## config.mk

```make
export PLATFORM = sky130hd
export DESIGN_NAME = ccd_cordic
export DESIGN_NICKNAME = d
export VERILOG_FILES = /design/src/hdl/ccd_pkg.sv /design/src/hdl/ccd_cordic.sv
export SDC_FILE = /design/constraint.sdc
export NUM_CORES = 1
export LEC_CHECK = 0
export BUFFER_PORTS_ARGS = -buffer_cell sky130_fd_sc_hd__buf_4
export CAP_MARGIN = 20
export CORE_MARGIN = 4
export CORE_UTILIZATION = 50
export DETAILED_ROUTE_END_ITERATION = 6
export GPL_ROUTABILITY_DRIVEN = 0
export PLACE_DENSITY = 0.69
export SLEW_MARGIN = 30
export SYNTH_ARGS = -nofsm -noshare
export SYNTH_HDL_FRONTEND = slang
export SYNTH_SLANG_ARGS = --single-unit
```

## constraint.sdc

```tcl
create_clock -name clk -period 18.6 [get_ports clk]
set_clock_uncertainty 0.2 [all_clocks]
set_input_delay 3.72 -clock clk [delete_from_list [all_inputs] [get_ports clk]]
set_output_delay 3.72 -clock clk [all_outputs]
set_load 0.005 [all_outputs]
```

## src/hdl/ccd_pkg.sv

```systemverilog
// package for the ccd joint step block: field types, angle constants, cordic table
// no dependencies
package ccd_pkg;

	typedef logic signed [23:0] coord_t;
	typedef logic signed [15:0] angle_t;

	localparam int ANG_HALF    = 23040;
	localparam int ANG_FULL    = 46080;
	localparam int ANG_QUARTER = 11520;
	localparam int KINV_Q30    = 652032874;
	localparam int TABLE_LEN   = 24;

	localparam logic [1:0] OP_PLACE  = 2'd0;
	localparam logic [1:0] OP_ROTATE = 2'd1;
	localparam logic [1:0] OP_SET    = 2'd2;
	localparam logic [1:0] OP_NONE   = 2'd3;

	localparam logic [1:0] REG_LENGTH  = 2'd0;
	localparam logic [1:0] REG_MAX     = 2'd1;
	localparam logic [1:0] REG_INITIAL = 2'd2;

	// arctangent of 2^-i in 2^-15 degree
	function automatic logic [20:0] atan_lut(input logic [4:0] i);
		logic [20:0] r;
		begin
			case (i)
				5'd0: r = 21'd1474560;
				5'd1: r = 21'd870484;
				5'd2: r = 21'd459940;
				5'd3: r = 21'd233473;
				5'd4: r = 21'd117189;
				5'd5: r = 21'd58652;
				5'd6: r = 21'd29333;
				5'd7: r = 21'd14667;
				5'd8: r = 21'd7334;
				5'd9: r = 21'd3667;
				5'd10: r = 21'd1833;
				5'd11: r = 21'd917;
				5'd12: r = 21'd458;
				5'd13: r = 21'd229;
				5'd14: r = 21'd115;
				5'd15: r = 21'd57;
				5'd16: r = 21'd29;
				5'd17: r = 21'd14;
				5'd18: r = 21'd7;
				5'd19: r = 21'd4;
				5'd20: r = 21'd2;
				5'd21: r = 21'd1;
				default: r = 21'd0;
			endcase
			return r;
		end
	endfunction

endpackage

```

## src/hdl/ccd_cordic.sv

```systemverilog
// shared cordic unit: one micro-rotation per cycle, rotation or vectoring mode
// depends on ccd_pkg
module ccd_cordic #(
	parameter int STEPS = 16
) (
	input  logic               clk,
	input  logic               arst_n,
	input  logic               start,
	input  logic               vectoring,
	input  logic signed [39:0] x_init,
	input  logic signed [39:0] y_init,
	input  logic signed [31:0] z_init,
	output logic               done,
	output logic signed [39:0] x_res,
	output logic signed [39:0] y_res,
	output logic signed [31:0] z_res
);
	import ccd_pkg::*;

	localparam int NSTEP = (STEPS > TABLE_LEN) ? TABLE_LEN : STEPS;

	logic signed [39:0] x_q, y_q;
	logic signed [31:0] z_q;
	logic [4:0]         i_q;
	logic               busy_q;
	logic               dir_up;
	logic signed [31:0] at;

	assign at     = signed'({11'd0, atan_lut(i_q)});
	assign dir_up = vectoring ? (y_q >= 0) : !(z_q >= 0);

	always_ff @(posedge clk or negedge arst_n) begin
		if (!arst_n) begin
			busy_q <= 1'b0;
			i_q    <= '0;
			done   <= 1'b0;
		end else begin
			done <= 1'b0;
			if (start) begin
				busy_q <= 1'b1;
				i_q    <= '0;
			end else if (busy_q) begin
				if (i_q == 5'(NSTEP - 1)) begin
					busy_q <= 1'b0;
					done   <= 1'b1;
				end
				i_q <= i_q + 5'd1;
			end
		end
	end

	// dir_up: x += y>>i, y -= x>>i, z += atan
	always_ff @(posedge clk) begin
		if (start) begin
			x_q <= x_init;
			y_q <= y_init;
			z_q <= z_init;
		end else if (busy_q) begin
			if (dir_up) begin
				x_q <= x_q + (y_q >>> i_q);
				y_q <= y_q - (x_q >>> i_q);
				z_q <= z_q + at;
			end else begin
				x_q <= x_q - (y_q >>> i_q);
				y_q <= y_q + (x_q >>> i_q);
				z_q <= z_q - at;
			end
		end
	end

	assign x_res = x_q;
	assign y_res = y_q;
	assign z_res = z_q;
endmodule
```

Word level (Yosys, flattened, before mapping)
Memory sizes are Yosys's and may differ from the RTL's.
Cells that the tools add are included.
- add/sub/neg operators: 7
- $lt $le $gt $ge: 2
- eq/ne operators: 1
- shifts and indexed selects: 2
- muxes and demuxes: 18
- reduce and logical (&&, ||, !) cells: 2
- operator list (cell ; count):
    $mux 40 ; 6
    $mux 32 ; 3
    $add 40x40->40 ; 2
    $sshr 40x5->40 ; 2
    $sub 40x40->40 ; 2
    $ge 40x1->1 const B ; 1
    $add 32x22->32 ; 1
    $ge 32x1->1 const B ; 1
    $sub 32x22->32 ; 1
    $mux 5 ; 2
    $mux 1 ; 7
    $add 5x1->5 const B ; 1
    $eq 5x4->1 const B ; 1
    $reduce_bool 2->1 ; 1
    $logic_not 1->1 ; 1
- flip-flop bits (word level): 119
- memory bits (read-only): 672
- output and inout bits: 113
- memories kept: 1
- memory list (name ; depth ; width ; rd ports ; clocked after Yosys merged registers in ; wr ports ; RTL line ; RTL):
    (name not given) ; 32 ; 21 ; 1 ; 0 ; 0 ; ccd_pkg.sv:27 ; case (i)

Logic depth before layout (Yosys ltp)
- word-level depth: 6
- gate-level depth with buffers: 32
- gate-level depth less buffers: 24

Worst setup path before layout
No wires, ideal clock.
- path type: input to register
- start point: in vectoring
- end point: reg y_q[31], in the netlist y_res[31], data pin
- library setup time: 0.260 ns
- arrival time: 7.432 ns
- data required time: 18.140 ns
- setup slack: 10.708 ns
- stages on the path: 17
- buffers on the path: 2
- path through: mux2i_1 -> clkbuf_1 -> clkbuf_1 -> nand2_1 -> o21ai_0 -> ha_1 -> nor2b_1 -> o31a_1 -> o211a_1 -> a211o_1 -> a31o_2 -> a31o_2 -> a211oi_1 -> o21bai_1 -> a311oi_1 -> xnor2_1 -> mux2_2
- longest elaborated chain between the ends: 4
- RTL lines (what ; RTL line ; RTL):
    start, declared ; ccd_cordic.sv:9 ; input logic vectoring,
    $mux 1 ; ccd_cordic.sv:30 ; assign dir_up = vectoring ? (y_q >= 0) : !(z_q >= 0);
    $mux 40 ; ccd_cordic.sv:59 ; if (dir_up) begin
    $mux 40 ; ccd_cordic.sv:58 ; end else if (busy_q) begin
    $mux 40 ; ccd_cordic.sv:54 ; if (start) begin
    end signal, assigned ; ccd_cordic.sv:56 ; y_q <= y_init;
    end signal, assigned ; ccd_cordic.sv:61 ; y_q <= y_q - (x_q >>> i_q);
    end signal, assigned ; ccd_cordic.sv:65 ; y_q <= y_q + (x_q >>> i_q);
    end, declared ; ccd_cordic.sv:22 ; logic signed [39:0] x_q, y_q;
Every way passes these cells. The select of a mux whose other input is x is not followed.
A chain may end at the register's enable or synchronous reset.

Worst setup path in the final report
- start point: reg i_q[0]
- end point: reg x_q[39], in the netlist x_res[39], data pin
- longest elaborated chain between the ends: 5
- elaborated cells on any way between the ends: 6
- classes of those cells: add/sub: 2; shift: 1; mux: 3
- RTL lines (what ; RTL line ; RTL):
    start, declared ; ccd_cordic.sv:24 ; logic [4:0] i_q;
    start signal, assigned ; ccd_cordic.sv:47 ; i_q <= i_q + 5'd1;
    $sshr 40x5->40 (*) ; ccd_cordic.sv:60, ccd_cordic.sv:64 ;
    $sub 40x40->40 / $add 40x40->40 (equally long branches) ; ccd_cordic.sv:64, ccd_cordic.sv:60 ;
    $mux 40 (*) ; ccd_cordic.sv:59 ;
    $mux 40 (*) ; ccd_cordic.sv:58 ;
    $mux 40 (*) ; ccd_cordic.sv:54 ;
    end signal, assigned ; ccd_cordic.sv:55 ; x_q <= x_init;
    end signal, assigned ; ccd_cordic.sv:60 ; x_q <= x_q + (y_q >>> i_q);
    end signal, assigned ; ccd_cordic.sv:64 ; x_q <= x_q - (y_q >>> i_q);
    end, declared ; ccd_cordic.sv:22 ;
Every way passes the cells marked *; elsewhere a longest branch is shown, timed or not. The select of a mux whose other input is x is not followed.

==> results.md <==
- R2r endpoint: x_res[39]
- Starting density of the core: 0.512
- DR WL/cell: ~23 µm
- Max Root-Sink Buffers: 2
- Total CTS buffers: 17
- Fin. Hold Viols: 0
- N_diodes: 0
- Die area: 39,900 µm²
- Slew Limit Fails: 0
- Antenna viol nets, final: 0
- Global-route wire length before repair: between 90 and 100 mm
- Synth Instances: 2,184
- Hold-fix buffers at CTS: 0
- Critical Path Start: i_q[0]
- Row count: about 70
- Post-CTS resize count: 0
- Critical path required time: ~19 ns
- Remaining DRCs: 0
- Post-layout minimum cycle time: 8.66 ns
- Hold path depth: 2
- Chip width: approximately 200 µm
- Vias: 18,900
- Commonest non-fill, non-tap cells in the layout: nand2_1 (263), buf_4 (245), o21ai_0 (214)
- Post-CTS Setup Bufs: 0
- #FFs+latches synth: 119
- Status: completed
- # setup viols final: 0
- Register area share after synthesis: 0.192
- Chip height: 200 µm
- H-tree depth: 4
- Most common cell after layout, fill and taps aside: nand2_1
- Root Buffer: clkbuf_16
- Final Cycle Share: 0.466
- Total grt overflow: 0
- Worst-Margin Slew: around 0.98 ns
- Initial antenna violation count: 1
- Share of cells above drive strength 1: 0.192
- Ys flop type: edfxtp_1
- RSZ-0062 raised after global routing: no
- Number of global-route vias before repair: ~18,000
- Netlist Area Pre-Place: ~18,000 µm²
- Worst-path fanout max: 57
- Gr usage total: 0.316
- Avg Cell Area, Syn: ~8.4 µm²
- MaxCap Viol Count: 0
- Syn. warnings: 0
- Fmax: 115 MHz
- Vias per cell: 6.76
- Distinct cells, synth: 90
- Routed WL: about 66 mm
- Pin count of the biggest net entering global routing: 90
- FF-to-FF Start: i_q[0]
- Clk_lat worst skew: 0.47 ns
- Worst-path clk slew: approximately 0.07 ns
- Path depth of the worst reg2reg path: 25
- Post-synth ARST share: 0.0588
- Worst Setup EP: x_res[39]
- Area grow syn2layout: 13.5%
- Flop2flop setup slack: 9.94 ns
- Fill count: between 3,000 and 4,000
- Setup tns final: 0 ns
- Worst rel slew slack: 0.348
- Post-synth EDFFs: about 110
- Net Count, Synth: ~2,400
- Startpoint types: flop
- Num ports: 229
- CTS Sinks: 119
- CP endpoint kind: flop
- Hpwl dp: slightly below 50 mm
- Nets: around 2,600
- Pre-antenna DRT Iters: 7
- Drt first-iter violations: 2,279
- Core area: roughly 36,000 µm²
- CP arrival: roughly 8.7 ns
- TritonCTS clock tree: built
- Buffers on Ports: between 200 and 250
- Crit Path Category: flop to flop
- Min-delay worst type: flop to flop
[cells by family after synthesis]
logic type      after synthesis  share of synthesized area
compound gates              696                      0.240
mux                         215                      0.179
xor+xnor                    190                     0.0905
fa+ha+maj                   128                     0.0884
flops                       119                      0.192
buf+inv                     173                     0.0415
simple gates                663                      0.168
[worst max-delay path: stages (launching register included)]
cell	delay [ns]
dfrtp_4	0.78
buf_12	0.30
buf_4	0.73
mux4_2	0.61
mux2i_1	0.32
o22ai_1	0.14
a211oi_1	0.38
ha_1	0.24
nor4b_1	0.51
nor4b_1	0.52
nand3_1	0.29
or2_2	0.42
o31ai_1	0.28
xnor2_1	0.16
ha_1	0.28
a21oi_1	0.17
nor2_1	0.06
a211o_1	0.30
a21o_1	0.18
a21oi_1	0.18
a21oi_1	0.15
o31ai_1	0.50
o311ai_0	0.23
o211ai_1	0.15
xnor2_1	0.16
o21ai_1	0.07
[synthesized netlist by cell type, types with 31 or more instances]
master | instances | area (µm²)
mux4_2 | 74 | 1670
mux2_2 | 51 | 574
edfxtp_1 | 112 | 3360
nor2_1 | 171 | 642
a21o_1 | 50 | 375
a31oi_1 | 31 | 194
nor3_1 | 32 | 160
ha_1 | 125 | 1560
xnor2_1 | 100 | 876
a211oi_1 | 32 | 240
inv_1 | 40 | 150
nand2_1 | 264 | 991
nand3_1 | 35 | 175
a21oi_1 | 154 | 771
mux2i_1 | 81 | 811
xor2_1 | 90 | 788
o21ai_0 | 214 | 1070
clkbuf_1 | 74 | 278
[flip-flops by register name (all words and copies together) (netlist names)]
name / cells
done: 1
y_res: 40
busy_q: 1
i_q: 5
x_res: 40
z_res: 32
[stage by stage]
stage | area, µm² | std cells | setup slack, ns | util | hold slack [ns]
2_1_floorplan | 18400 | 2184 | 10.71 | - | 0.456
3_3_place_gp | 20200 | 2761 | 10.23 | 0.564 | 0.478
3_5_place_dp | 20200 | 2761 | 10.07 | 0.564 | 0.478
4_1_cts | 20800 | 2793 | 10.01 | 0.580 | 0.488
5_1_grt | 20900 | 2794 | 9.33 | 0.581 | 0.540
6_report | 20900 | 2794 | 9.94 | 0.581 | 0.480
[layer usage]
metal	track usage	up-vias	routed length [µm]
met3	0.0794	269	7280
li1	-	8552	-
met2	0.495	1224	29200
met5	0	-	12
met4	0.145	2	3010
met1	0.416	8846	26000
[layout make-up]
cell class | instances | area [µm²] | area share
multi-input combinational | 1892 | 14100 | 0.676
sequential | 119 | 3550 | 0.170
timing repair buffer | 247 | 1870 | 0.0896
tap | 461 | 577 | 0.0276
clock buffer | 19 | 453 | 0.0217
inverter | 43 | 161 | 0.00773
clock inverter | 13 | 144 | 0.00689
[how the worst min path moves through the flow]
stage / startpoint / slack (ns) / endpoint
CTS: busy_q / 0.49 / i_q[4]
global placement: busy_q / 0.48 / done
floorplan: i_q[2] / 0.46 / i_q[2]
detailed placement: busy_q / 0.48 / done
finish: busy_q / 0.48 / done
global route: busy_q / 0.54 / i_q[4]
Power is not shown: default switching activity piles up to over one toggle a cycle in this logic, so the estimate is an artifact.
